<file path="config.mk">
export PLATFORM = sky130hd
export DESIGN_NAME = code_lock_stepper_controller_core_flat
export DESIGN_NICKNAME = d
export VERILOG_FILES = /design/src/rtl/core/clsc_pkg.sv /design/src/rtl/core/clsc_if.sv /design/src/rtl/core/code_lock_stepper_controller_core.sv /design/src/flat_wrapper.sv
export VERILOG_INCLUDE_DIRS = /design/src /design/src/rtl/core
export SDC_FILE = /design/constraint.sdc
export NUM_CORES = 1
export LEC_CHECK = 0
export BUFFER_PORTS_ARGS = -buffer_cell sky130_fd_sc_hd__buf_2
export CAP_MARGIN = 0
export CORE_MARGIN = 2
export CORE_UTILIZATION = 50
export CTS_CLUSTER_DIAMETER = 60
export DETAILED_ROUTE_END_ITERATION = 8
export GPL_ROUTABILITY_DRIVEN = 0
export PLACE_DENSITY = 0.73
export SLEW_MARGIN = 20
export SYNTH_ARGS = -nofsm -noshare
export SYNTH_HDL_FRONTEND = slang
export SYNTH_SLANG_ARGS = --single-unit
</file>
<file path="constraint.sdc">
create_clock -name clk -period 2.7 [get_ports clk]
set_input_delay 0.27 -clock clk [delete_from_list [all_inputs] [get_ports clk]]
set_output_delay 0.27 -clock clk [all_outputs]
set_load 0.01 [all_outputs]
</file>
<file path="src/rtl/core/code_lock_stepper_controller_core_defines.svh">
// Assertion macros for the code lock stepper controller core.
// No dependencies; included by the modules that carry assertions.
`ifndef CODE_LOCK_STEPPER_CONTROLLER_CORE_DEFINES_SVH
`define CODE_LOCK_STEPPER_CONTROLLER_CORE_DEFINES_SVH

// Same-cycle implication, disabled while in reset.
`define CLSC_ASSERT_NOW(label, clk, rst_n, ante, cons, msg) \
    label: assert property (@(posedge clk) disable iff (!rst_n) (ante) |-> (cons)) \
        else $error(msg);

// Next-cycle implication, disabled while in reset.
`define CLSC_ASSERT_NEXT(label, clk, rst_n, ante, cons, msg) \
    label: assert property (@(posedge clk) disable iff (!rst_n) (ante) |=> (cons)) \
        else $error(msg);

`endif

</file>
<file path="src/rtl/core/clsc_pkg.sv">
// Shared constants and tables for the code lock stepper controller.
// No dependencies.
package clsc_pkg;

    localparam int DEF_CODE_LENGTH = 4;
    localparam int DEF_KEY_COUNT   = 15;

    localparam int TABLE_KEYS = 15;
    localparam int CODE_REGS  = 4;

    localparam int CFG_IDX_W  = 3;
    localparam int CFG_DATA_W = 16;
    localparam int KEY_IDX_W  = 4;
    localparam int TURN_W     = 16;

    // Configuration register indexes
    localparam logic [CFG_IDX_W-1:0] CFG_CODE_FIRST  = 3'd0;
    localparam logic [CFG_IDX_W-1:0] CFG_CODE_SECOND = 3'd1;
    localparam logic [CFG_IDX_W-1:0] CFG_CODE_THIRD  = 3'd2;
    localparam logic [CFG_IDX_W-1:0] CFG_CODE_FOURTH = 3'd3;
    localparam logic [CFG_IDX_W-1:0] CFG_TURNS_LIMIT = 3'd4;

    // Input opcodes
    localparam logic OP_KEY  = 1'b0;
    localparam logic OP_TICK = 1'b1;

    localparam logic [TURN_W-1:0] TURNS_LIMIT_RESET = 16'd256;

    localparam logic [31:0] KEY_TABLE [TABLE_KEYS] = '{
        32'hFF6897, 32'hFF30CF, 32'hFF18E7, 32'hFF7A85, 32'hFF10EF,
        32'hFF38C7, 32'hFF5AA5, 32'hFF42BD, 32'hFF4AB5, 32'hFF52AD,
        32'hFFC23D, 32'hFF22DD, 32'hFF906F, 32'hFFE01F, 32'hFFA25D
    };

    // Last entry pads the index space; key index 15 never occurs.
    localparam logic [6:0] SEG_TABLE [16] = '{
        7'h3F, 7'h06, 7'h5B, 7'h4F, 7'h66, 7'h6D, 7'h7D, 7'h27,
        7'h7F, 7'h6F, 7'h31, 7'h38, 7'h3E, 7'h5E, 7'h00, 7'h00
    };

    localparam logic [3:0] COIL_TABLE [8] = '{
        4'd8, 4'd12, 4'd4, 4'd6, 4'd2, 4'd3, 4'd1, 4'd9
    };

    localparam logic [KEY_IDX_W-1:0] CODE_RESET [8] = '{
        4'd2, 4'd4, 4'd7, 4'd7, 4'd0, 4'd0, 4'd0, 4'd0
    };

endpackage

</file>
<file path="src/rtl/core/clsc_if.sv">
// Handshake channel interfaces: key/tick items, results, config writes.
// Depends on clsc_pkg.
interface clsc_item_if;
    logic        valid;
    logic        ready;
    logic        opcode;
    logic [31:0] key_code;

    modport source (output valid, output opcode, output key_code, input ready);
    modport sink   (input valid, input opcode, input key_code, output ready);
endinterface

interface clsc_result_if;
    logic       valid;
    logic       ready;
    logic [6:0] segments;
    logic       key_recognized;
    logic [3:0] coils;
    logic       unlocked_mode;
    logic       moving;

    modport source (output valid, output segments, output key_recognized,
                    output coils, output unlocked_mode, output moving, input ready);
    modport sink   (input valid, input segments, input key_recognized,
                    input coils, input unlocked_mode, input moving, output ready);
endinterface

interface clsc_cfg_if;
    import clsc_pkg::*;
    logic                  valid;
    logic                  ready;
    logic [CFG_IDX_W-1:0]  index;
    logic [CFG_DATA_W-1:0] data;

    modport source (output valid, output index, output data, input ready);
    modport sink   (input valid, input index, input data, output ready);
endinterface

</file>
<file path="src/rtl/core/code_lock_stepper_controller_core.sv">
// Code lock with stepper half-step drive, single module core.
// Depends on clsc_pkg, clsc_if.sv and code_lock_stepper_controller_core_defines.svh.
//
//  channel | dir | word contents
//  --------+-----+------------------------------------------------------------
//  item    | in  | opcode (key / tick), key_code[31:0]
//  result  | out | segments, key_recognized, coils, unlocked_mode, moving
//  cfg     | in  | index[2:0], data[15:0]; always ready
//
// One word per cycle sustained while result.ready is high; the result register loads as the item leaves stage 1.
// Stage 1 is an input register; stage 2 is the state itself plus the
// recognized flag, which form the result register.
// A held result stalls stage 1 only; item.ready stays high while stage 1 can drain.
// Asynchronous active-low reset puts the lock in locked mode, counts at zero,
// display and coils dark, code and turns limit at their defaults.
`include "code_lock_stepper_controller_core_defines.svh"

module code_lock_stepper_controller_core #(
    parameter int CODE_LENGTH = clsc_pkg::DEF_CODE_LENGTH,
    parameter int KEY_COUNT   = clsc_pkg::DEF_KEY_COUNT
) (
    input  logic          clk,
    input  logic          rst_n,
    clsc_item_if.sink     item,
    clsc_result_if.source result,
    clsc_cfg_if.sink      cfg
);
    import clsc_pkg::*;

    localparam int ENTRY_W   = (CODE_LENGTH > 1) ? $clog2(CODE_LENGTH) : 1;
    localparam int KEY_MATCH = (KEY_COUNT < TABLE_KEYS) ? KEY_COUNT : TABLE_KEYS;

    // ------------------------------------------------------------------
    // Configuration registers: code keys and turns limit
    // ------------------------------------------------------------------
    logic [KEY_IDX_W-1:0] code_reg [CODE_LENGTH];
    logic [TURN_W-1:0]    turns_limit_reg;

    logic cfg_wr;
    assign cfg.ready = 1'b1;
    assign cfg_wr    = cfg.valid;

    for (genvar i = 0; i < CODE_LENGTH; i++) begin : g_code
        if (i < CODE_REGS) begin : g_wr
            always_ff @(posedge clk or negedge rst_n)
            begin
                if (!rst_n)
                begin
                    code_reg[i] <= CODE_RESET[i];
                end
                else if (cfg_wr && cfg.index == CFG_IDX_W'(i))
                begin
                    code_reg[i] <= cfg.data[KEY_IDX_W-1:0];
                end
            end
        end
        else begin : g_fixed
            // Entries past the writable registers keep their default.
            always_ff @(posedge clk or negedge rst_n)
            begin
                if (!rst_n)
                begin
                    code_reg[i] <= CODE_RESET[i % 8];
                end
            end
        end
    end

    always_ff @(posedge clk or negedge rst_n)
    begin
        if (!rst_n)
        begin
            turns_limit_reg <= TURNS_LIMIT_RESET;
        end
        else if (cfg_wr && cfg.index == CFG_TURNS_LIMIT)
        begin
            turns_limit_reg <= cfg.data[TURN_W-1:0];
        end
    end

    // ------------------------------------------------------------------
    // Stage 1: input register
    // ------------------------------------------------------------------
    logic        s1_valid_reg;
    logic        s1_opcode_reg;
    logic [31:0] s1_key_reg;
    logic        res_valid_reg;
    logic        advance;

    // Stage 1 moves into the state when the result slot is free or draining.
    assign advance    = s1_valid_reg && (!res_valid_reg || result.ready);
    assign item.ready = !s1_valid_reg || advance;

    always_ff @(posedge clk or negedge rst_n)
    begin
        if (!rst_n)
        begin
            s1_valid_reg <= 1'b0;
        end
        else if (item.ready)
        begin
            s1_valid_reg <= item.valid;
        end
    end

    always_ff @(posedge clk)
    begin
        if (item.ready && item.valid)
        begin
            s1_opcode_reg <= item.opcode;
            s1_key_reg    <= item.key_code;
        end
    end

    // ------------------------------------------------------------------
    // Key lookup: parallel compares, lowest index wins
    // ------------------------------------------------------------------
    logic                 key_hit;
    logic [KEY_IDX_W-1:0] key_idx;

    always_comb
    begin
        key_hit = 1'b0;
        key_idx = '0;
        for (int j = KEY_MATCH - 1; j >= 0; j--)
        begin
            if (s1_key_reg == KEY_TABLE[j])
            begin
                key_hit = 1'b1;
                key_idx = KEY_IDX_W'(j);
            end
        end
    end

    // ------------------------------------------------------------------
    // State / result register
    // ------------------------------------------------------------------
    logic [ENTRY_W-1:0]   entry_count_reg, entry_count_next;
    logic [KEY_IDX_W-1:0] entered_reg [CODE_LENGTH];
    logic                 go_reg, go_next;
    logic                 mode_reg, mode_next;
    logic [2:0]           phase_reg, phase_next;
    logic [TURN_W-1:0]    turn_reg, turn_next;
    logic [6:0]           display_reg, display_next;
    logic [3:0]           coil_reg, coil_next;
    logic                 recognized_reg, recognized_next;

    logic is_key, is_tick, last_entry, code_match, limit_hit;

    assign is_key     = (s1_opcode_reg == OP_KEY);
    assign is_tick    = (s1_opcode_reg == OP_TICK);
    assign last_entry = (entry_count_reg == ENTRY_W'(CODE_LENGTH - 1));
    assign limit_hit  = (turn_reg >= turns_limit_reg);

    // Stored entries ahead of the last one, plus the key arriving now.
    always_comb
    begin
        code_match = (key_idx == code_reg[CODE_LENGTH-1]);
        for (int i = 0; i < CODE_LENGTH - 1; i++)
        begin
            if (entered_reg[i] != code_reg[i])
            begin
                code_match = 1'b0;
            end
        end
    end

    always_comb
    begin
        entry_count_next = entry_count_reg;
        go_next          = go_reg;
        mode_next        = mode_reg;
        phase_next       = phase_reg;
        turn_next        = turn_reg;
        display_next     = display_reg;
        coil_next        = coil_reg;
        recognized_next  = 1'b0;

        if (is_key && key_hit)
        begin
            recognized_next = 1'b1;
            display_next    = SEG_TABLE[key_idx];
            if (last_entry)
            begin
                go_next          = code_match;
                entry_count_next = '0;
            end
            else
            begin
                entry_count_next = entry_count_reg + ENTRY_W'(1);
            end
        end
        else if (is_tick && go_reg)
        begin
            if (limit_hit)
            begin
                // Flip mode and park; no step on this tick.
                mode_next  = !mode_reg;
                go_next    = 1'b0;
                phase_next = mode_reg ? 3'd7 : 3'd0;
                turn_next  = '0;
            end
            else
            begin
                if (mode_reg)
                begin
                    phase_next = phase_reg + 3'd1;
                    if (phase_reg == 3'd7)
                    begin
                        turn_next = turn_reg + TURN_W'(1);
                    end
                end
                else
                begin
                    phase_next = phase_reg - 3'd1;
                    if (phase_reg == 3'd0)
                    begin
                        turn_next = turn_reg + TURN_W'(1);
                    end
                end
                coil_next = COIL_TABLE[phase_next];
            end
        end
    end

    always_ff @(posedge clk or negedge rst_n)
    begin
        if (!rst_n)
        begin
            res_valid_reg   <= 1'b0;
            entry_count_reg <= '0;
            go_reg          <= 1'b0;
            mode_reg        <= 1'b0;
            phase_reg       <= 3'd0;
            turn_reg        <= '0;
            display_reg     <= '0;
            coil_reg        <= '0;
            recognized_reg  <= 1'b0;
        end
        else
        begin
            if (advance)
            begin
                res_valid_reg   <= 1'b1;
                entry_count_reg <= entry_count_next;
                go_reg          <= go_next;
                mode_reg        <= mode_next;
                phase_reg       <= phase_next;
                turn_reg        <= turn_next;
                display_reg     <= display_next;
                coil_reg        <= coil_next;
                recognized_reg  <= recognized_next;
            end
            else if (result.ready)
            begin
                res_valid_reg <= 1'b0;
            end
        end
    end

    // Entered keys: no reset, only read after being written this round.
    for (genvar i = 0; i < CODE_LENGTH; i++) begin : g_entry
        always_ff @(posedge clk)
        begin
            if (advance && is_key && key_hit && entry_count_reg == ENTRY_W'(i))
            begin
                entered_reg[i] <= key_idx;
            end
        end
    end

    assign result.valid          = res_valid_reg;
    assign result.segments       = display_reg;
    assign result.key_recognized = recognized_reg;
    assign result.coils          = coil_reg;
    assign result.unlocked_mode  = mode_reg;
    assign result.moving         = go_reg;

    // ------------------------------------------------------------------
    // Assertions
    // ------------------------------------------------------------------
    `CLSC_ASSERT_NEXT(a_flip_parks, clk, rst_n,
        advance && is_tick && go_reg && limit_hit,
        !go_reg && mode_reg != $past(mode_reg) && turn_reg == '0,
        "mode flip did not park the motor")
    `CLSC_ASSERT_NEXT(a_unknown_key_idle, clk, rst_n,
        advance && is_key && !key_hit,
        $stable(entry_count_reg) && $stable(display_reg) && !recognized_reg,
        "unknown key changed lock state")
    `CLSC_ASSERT_NOW(a_count_bound, clk, rst_n,
        1'b1, entry_count_reg <= ENTRY_W'(CODE_LENGTH - 1),
        "entry count past code length")
    `CLSC_ASSERT_NEXT(a_coils_stay_on, clk, rst_n,
        coil_reg != 4'd0, coil_reg != 4'd0,
        "coil pattern went dark after stepping")
    `CLSC_ASSERT_NEXT(a_result_follows, clk, rst_n,
        advance, res_valid_reg,
        "processed word produced no result")

endmodule

</file>
<file path="src/flat_wrapper.sv">
// flat-port wrapper written by rule: the top's interface ports become plain ports
module code_lock_stepper_controller_core_flat import clsc_pkg::*;
#(
    parameter int CODE_LENGTH = clsc_pkg::DEF_CODE_LENGTH,
    parameter int KEY_COUNT   = clsc_pkg::DEF_KEY_COUNT
)
  (clk, rst_n, item_valid, item_opcode, item_key_code, item_ready, result_valid, result_segments, result_key_recognized, result_coils, result_unlocked_mode, result_moving, result_ready, cfg_valid, cfg_index, cfg_data, cfg_ready);
  clsc_item_if item_i ();
  clsc_result_if result_i ();
  clsc_cfg_if cfg_i ();
  input  logic clk;
  input  logic rst_n;
  input wire logic [$bits(item_i.valid)-1:0] item_valid;
  input wire logic [$bits(item_i.opcode)-1:0] item_opcode;
  input wire logic [$bits(item_i.key_code)-1:0] item_key_code;
  output wire logic [$bits(item_i.ready)-1:0] item_ready;
  output wire logic [$bits(result_i.valid)-1:0] result_valid;
  output wire logic [$bits(result_i.segments)-1:0] result_segments;
  output wire logic [$bits(result_i.key_recognized)-1:0] result_key_recognized;
  output wire logic [$bits(result_i.coils)-1:0] result_coils;
  output wire logic [$bits(result_i.unlocked_mode)-1:0] result_unlocked_mode;
  output wire logic [$bits(result_i.moving)-1:0] result_moving;
  input wire logic [$bits(result_i.ready)-1:0] result_ready;
  input wire logic [$bits(cfg_i.valid)-1:0] cfg_valid;
  input wire logic [$bits(cfg_i.index)-1:0] cfg_index;
  input wire logic [$bits(cfg_i.data)-1:0] cfg_data;
  output wire logic [$bits(cfg_i.ready)-1:0] cfg_ready;
  assign item_i.valid = item_valid;
  assign item_i.opcode = item_opcode;
  assign item_i.key_code = item_key_code;
  assign item_ready = item_i.ready;
  assign result_valid = result_i.valid;
  assign result_segments = result_i.segments;
  assign result_key_recognized = result_i.key_recognized;
  assign result_coils = result_i.coils;
  assign result_unlocked_mode = result_i.unlocked_mode;
  assign result_moving = result_i.moving;
  assign result_i.ready = result_ready;
  assign cfg_i.valid = cfg_valid;
  assign cfg_i.index = cfg_index;
  assign cfg_i.data = cfg_data;
  assign cfg_ready = cfg_i.ready;
  code_lock_stepper_controller_core #(.CODE_LENGTH(CODE_LENGTH), .KEY_COUNT(KEY_COUNT)) u_core (.clk(clk), .rst_n(rst_n), .item(item_i), .result(result_i), .cfg(cfg_i));
endmodule
</file>
# Word-level counts from Yosys, hierarchy flattened
# Memories as Yosys holds them, arrays and structs flattened. A register that Yosys moved wholly into a read port is not among the register bits.
# Index checks and enable logic that the tools add are counted.
# classes
n_addsub,4
n_lt_le_gt_ge,1
eq_ne,29
muxes,68
bitwise_logic,5
reduce_logical,38
# ops
operator,count
$eq A32 B24 Y1 const B,15
$mux W4,18
$mux W16,4
$mux W1,36
$mux W3,6
$add A16 B1 Y16 const B,1
$ge A16 B16 Y1,1
$logic_and A1 B1 Y1,15
$ne A4 B4 Y1,3
$reduce_and A4 Y1,3
$reduce_or A4 Y1,3
$mux W2,4
$eq A3 B2 Y1 const B,2
$eq A3 B3 Y1 const B,2
$logic_not A3 Y1,2
$reduce_bool A2 Y1,3
$logic_not A1 Y1,5
$not A4 Y5,1
$reduce_and A5 Y1,1
$eq A2 B2 Y1 const B,2
$eq A4 B4 Y1,1
$not A3 Y4,1
$add A3 B1 Y3 const B,1
$eq A3 B1 Y1 const B,1
other kinds (11),14
# word_totals
regBits,91
ramBits,16
romBits,144
wordCells,163
n_memories,3
# memory_table
name,depth,word_bits,rd,rd_ports_with_merged_regs,write_ports,line_no,rtl
(name not given),16,7,1,1,0,code_lock_stepper_controller_core.sv:182,display_next = SEG_TABLE[key_idx];
(name not given),8,4,1,1,0,code_lock_stepper_controller_core.sv:221,coil_next = COIL_TABLE[phase_next];
u_core.entered_reg,4,4,3,0,1,code_lock_stepper_controller_core.sv:139,logic [KEY_IDX_W-1:0] entered_reg [CODE_LENGTH];

# Depth between registers and ports, before layout
# logic_depth
ltp_word,24
depth_mapped,13
depth_no_buf,12

# Worst setup path after synthesis
# Ideal clock, no wire load.
# synth_path
kind,reg-to-reg
start,register u_core.s1_key_reg[10]
end,"register u_core.display_reg[4], in the netlist u_core.result.segments[4]"
arrival_time_ns,2.613
required_ns,2.623
slack_ns,0.009
stages_incl_launch_ff,11
n_path_buf,0
cell_sequence,edfxtp_1 nor4bb_1 o21ai_0 a21o_1 and2_1 nor2_1 nor2_1 ha_1 mux2_2 mux2_2 a21oi_1
# synth_between
elab_chain_cells,18
# synth_rtl
item,line_no,rtl
start: declaration,code_lock_stepper_controller_core.sv:86,logic [31:0] s1_key_reg;
start signal: assignment,code_lock_stepper_controller_core.sv:111,s1_key_reg <= item.key_code;
$eq A32 B24 Y1,code_lock_stepper_controller_core.sv:127,if (s1_key_reg == KEY_TABLE[j])
$mux W1 (15 in series),code_lock_stepper_controller_core.sv:127,
$logic_and A1 B1 Y1,code_lock_stepper_controller_core.sv:179,if (is_key && key_hit)
$reduce_and A2 Y1 (no source line),--,
end: declaration,code_lock_stepper_controller_core.sv:144,"logic [6:0] display_reg, display_next;"
# Parallel ways exist; a longest one is shown, timed or not.
# A chain may end at the register's enable or synchronous reset.

# Final worst setup path
# layout_path
start,register u_core.s1_key_reg[3]
end,"register u_core.display_reg[6], in the netlist u_core.result.segments[6]"
# layout_rtl
item,line_no,rtl
$eq A32 B24 Y1,code_lock_stepper_controller_core.sv:127,
$mux W4 (14 in series),code_lock_stepper_controller_core.sv:127,
$mux W4 *,code_lock_stepper_controller_core.sv:127,
via u_core.key_idx[2],code_lock_stepper_controller_core.sv:119,logic [KEY_IDX_W-1:0] key_idx;
$not A4 Y5 (implied by the code) *,code_lock_stepper_controller_core.sv:182,
# Mark *: on every way through the listed nets, which the timed path passes. The rest lies on a longest branch.

==> flow_metrics.env <==
export IMPL_outcome="complete, no violations"
export IMPL_slowest_delay_ps=400
export IMPL_area_sequential_um2=3090
export IMPL_ys_flop_type="dfrtp_1"
export IMPL_netlist_top_cells_count="dfrtp_1 (60), nand2_1 (49), edfxtp_1 (45)"
export IMPL_syn_inst=502
export IMPL_drv_cap=0
export IMPL_h_tree_depth=4
export IMPL_io_pins=74
export IMPL_cts_tree="done"
export IMPL_cts_sinks=114
export IMPL_dr_total_vias=4144
export IMPL_grt_overflow_total=0
export IMPL_die_x_um=112
export IMPL_path_cells="nor4bb_2, buf_4, and2_1, a32o_1, o21ai_2, inv_1, nor3b_1, a21oi_1, mux2_2"
export IMPL_multiInputGateArea_um2=2630
export IMPL_design_core_area_um2=11400
export IMPL_p_seq_share_pct=43.3
export IMPL_hold_violations=0
export IMPL_fin_crit_ps=2590
export IMPL_clockPowerShare_pct=48.7
export IMPL_port_buffers=72
export IMPL_worst_pin_slew_ps=909
export IMPL_yosys_area_top_type="dfrtp_1"
export IMPL_pwr_density_cell_nw_per_um2=660
export IMPL_cp_end_kind="register"
export IMPL_grt_setup_unrepaired="true"
export IMPL_clkTransAtPathRegs_ps=50
export IMPL_min_path_type="primary input to register"
export IMPL_viasPerCell=5.42
export IMPL_crit_fanout=11
export IMPL_fmax_mhz=386
export IMPL_p_total_mw=4.74
export IMPL_root_buffer="clkbuf_16"
export IMPL_async_flop_share_pct=60.5
export IMPL_area_growth_syn_to_layout_pct=24.0
export IMPL_synth_most_common_cell="dfrtp_1"
export IMPL_r2r_slack_ps=110
export IMPL_fin_area_um2=7180
export IMPL_antenna_found_initial=0
export IMPL_clk_latency_ps=410
export IMPL_ys_types=63
export IMPL_p_leak_nw=3.19
export IMPL_layout_drive_gt1_share_pct=30.1
export IMPL_drt_wl_total_mm=11.7
export IMPL_largest_reg_flops=32
export IMPL_syn_nets=591
export IMPL_diodes=0
export IMPL_setup_violations_final=0
export IMPL_period_share_pct=96.1
export IMPL_drtIter0Drc=176
export IMPL_cts_buffers=17
export IMPL_die_h_um=112
export IMPL_peakVddDrop_v=0.000692
export IMPL_fillers=889
export IMPL_num_nets_final=698
export IMPL_grt_pass1_wl_mm=19.8
export IMPL_drcViolationCount=0
export IMPL_die_area_um2=12500
export IMPL_ys_seq_area_share_pct=53.4
export IMPL_synth_area_leaders="dfrtp_1 (26%), edfxtp_1 (23%), ha_1 (6.7%)"
export IMPL_worst_hold_slack_ps=36.7
export IMPL_cts_path_max_buffers=2
export IMPL_power_internal_mw=3.69
export IMPL_slew_viol_final=0
export IMPL_tns_ps=0
export IMPL_final_util_pct=63.1
export IMPL_switching_power_mw=1.05
export IMPL_grt_usage_pct=20.0
export IMPL_ant_nets=0
export IMPL_switching_share_pct=22.1
export IMPL_placed_area_um2=6470
export IMPL_cp_data_arrival_time_ps=2880
export IMPL_row_count=39
export IMPL_combPwrFrac_pct=8.0
export IMPL_critPathSlowestCell="edfxtp_1"
export IMPL_avgSynthCellArea_um2=11.5
export IMPL_first_global_vias=4217
export IMPL_synth_top_area_share_pct=25.9
export IMPL_relSlewSlack_pct=38.5
export IMPL_initial_core_util_pct=50.9
export IMPL_grt_max_degree=38
export IMPL_synth_edf_count=45
export IMPL_required_ps=2990
export IMPL_start_kind="register"
export IMPL_fin_skew_ps=10.5
export IMPL_yosys_warnings=0
export IMPL_hpwl_mm=8.65
export IMPL_wire_per_inst_um=15.3
export IMPL_firstDrtPassIters=4
export IMPL_netlist_area_um2=5790
export IMPL_critPathKind="register to register"
export IMPL_synth_ff_latch_count=114
[cell usage in the layout, fill, tap and decap left out, types with 5 or more instances in the layout]
| cell | synthesis | routed |
|---|---|---|
| edfxtp_1 | 45 | 45 |
| nand4_1 | 11 | 11 |
| a22oi_1 | 5 | 5 |
| nand3b_1 | 5 | 5 |
| a21oi_1 | 20 | 20 |
| and2_1 | 8 | 8 |
| nand3_1 | 8 | 8 |
| inv_1 | 26 | 24 |
| xnor2_1 | 15 | 15 |
| mux2_2 | 24 | 24 |
| nor4bb_1 | 10 | 5 |
| nand2b_1 | 6 | 6 |
| nor4bb_2 | 0 | 5 |
| buf_4 | 3 | 24 |
| buf_2 | 0 | 72 |
| ha_1 | 31 | 31 |
| nand2_1 | 49 | 48 |
| dfstp_2 | 9 | 9 |
| xor2_1 | 13 | 13 |
| a21o_1 | 12 | 12 |
| nor2_1 | 31 | 29 |
| nor2b_1 | 6 | 6 |
| dfrtp_1 | 60 | 59 |
| clkbuf_16 | 0 | 17 |
| o21ai_0 | 25 | 25 |
[layer usage]
layer	part of all wire (%)	track usage (%)
met4	1.5	6.67
met5	0	0
met3	3.2	6.42
met1	44	24.0
met2	51	34.3
[cell type report]
cell class	instances	area share, %
clock inverters	14	2.62
flip-flops and latches	114	43.1
multi-input cells	352	36.6
clock buffers	17	5.93
well taps	143	2.49
repair buffers	98	7.95
inverters	26	1.36
[kinds of logic after synthesis]
kind of cell / after synthesis / synth area share [%]
other: 1 / 0.0648
XOR/XNOR: 28 / 4.24
multiplexers: 28 / 5.36
AND/OR/NAND/NOR: 166 / 16.1
AO/OA/AOI/OAI: 97 / 11.2
adder cells (fa/ha/maj): 32 / 7.05
buffers and inverters: 36 / 2.53
flip-flops: 114 / 53.4
[metrics by stage]
step / cells / setup slack, ps
CTS: 762 / 13.7
detailed placement: 730 / -14.2
finish: 764 / 106
floorplan: 502 / 9.28
global placement: 730 / 175
global route: 764 / -34.4
[power groups by stage]
stage	logic (mW)	clock network, mW	registers (mW)
after floorplan	0.241	0	2.05
after global placement	0.357	0	2.07
after detailed placement	0.377	0	2.07
after CTS	0.384	2.36	2.05
after global routing	0.430	2.44	2.06
final	0.381	2.31	2.05
[critical path: cells and delay by family, from the launching register on]
family	cells	cell delay, ps
and+or+nand+nor	3	720
buffers and inverters	2	400
DFF	1	400
AOI/OAI and AO/OA	3	680
muxes	1	270
[path summary, 6_finish.rpt]
kind	from	to	depth (start not counted)
hold reg to reg	u_core.result.key_recognized	u_core.result.key_recognized	1
setup / recovery	u_core.s1_key_reg[3]	u_core.result.segments[6]	9
hold / removal	item_key_code[6]	u_core.s1_key_reg[6]	1
min in group asynchronous	rst_n	u_core.result.coils[0]	2
setup reg to reg	u_core.s1_key_reg[3]	u_core.result.segments[6]	9
max in group asynchronous	rst_n	u_core.code_reg[6]	3
[repair_timing]
| item | CTS | global route |
|---|---|---|
| pin swaps | 0 | 4 |
| setup buffers | 0 | 2 |
| hold endpoints to repair | 29 | 0 |
| hold buffers | 1 | 0 |
| endpoints found under the setup margin | 1 | 22 |
| gates resized for setup | 1 | 18 |
Note: power is estimated with default switching activity, not from simulation.
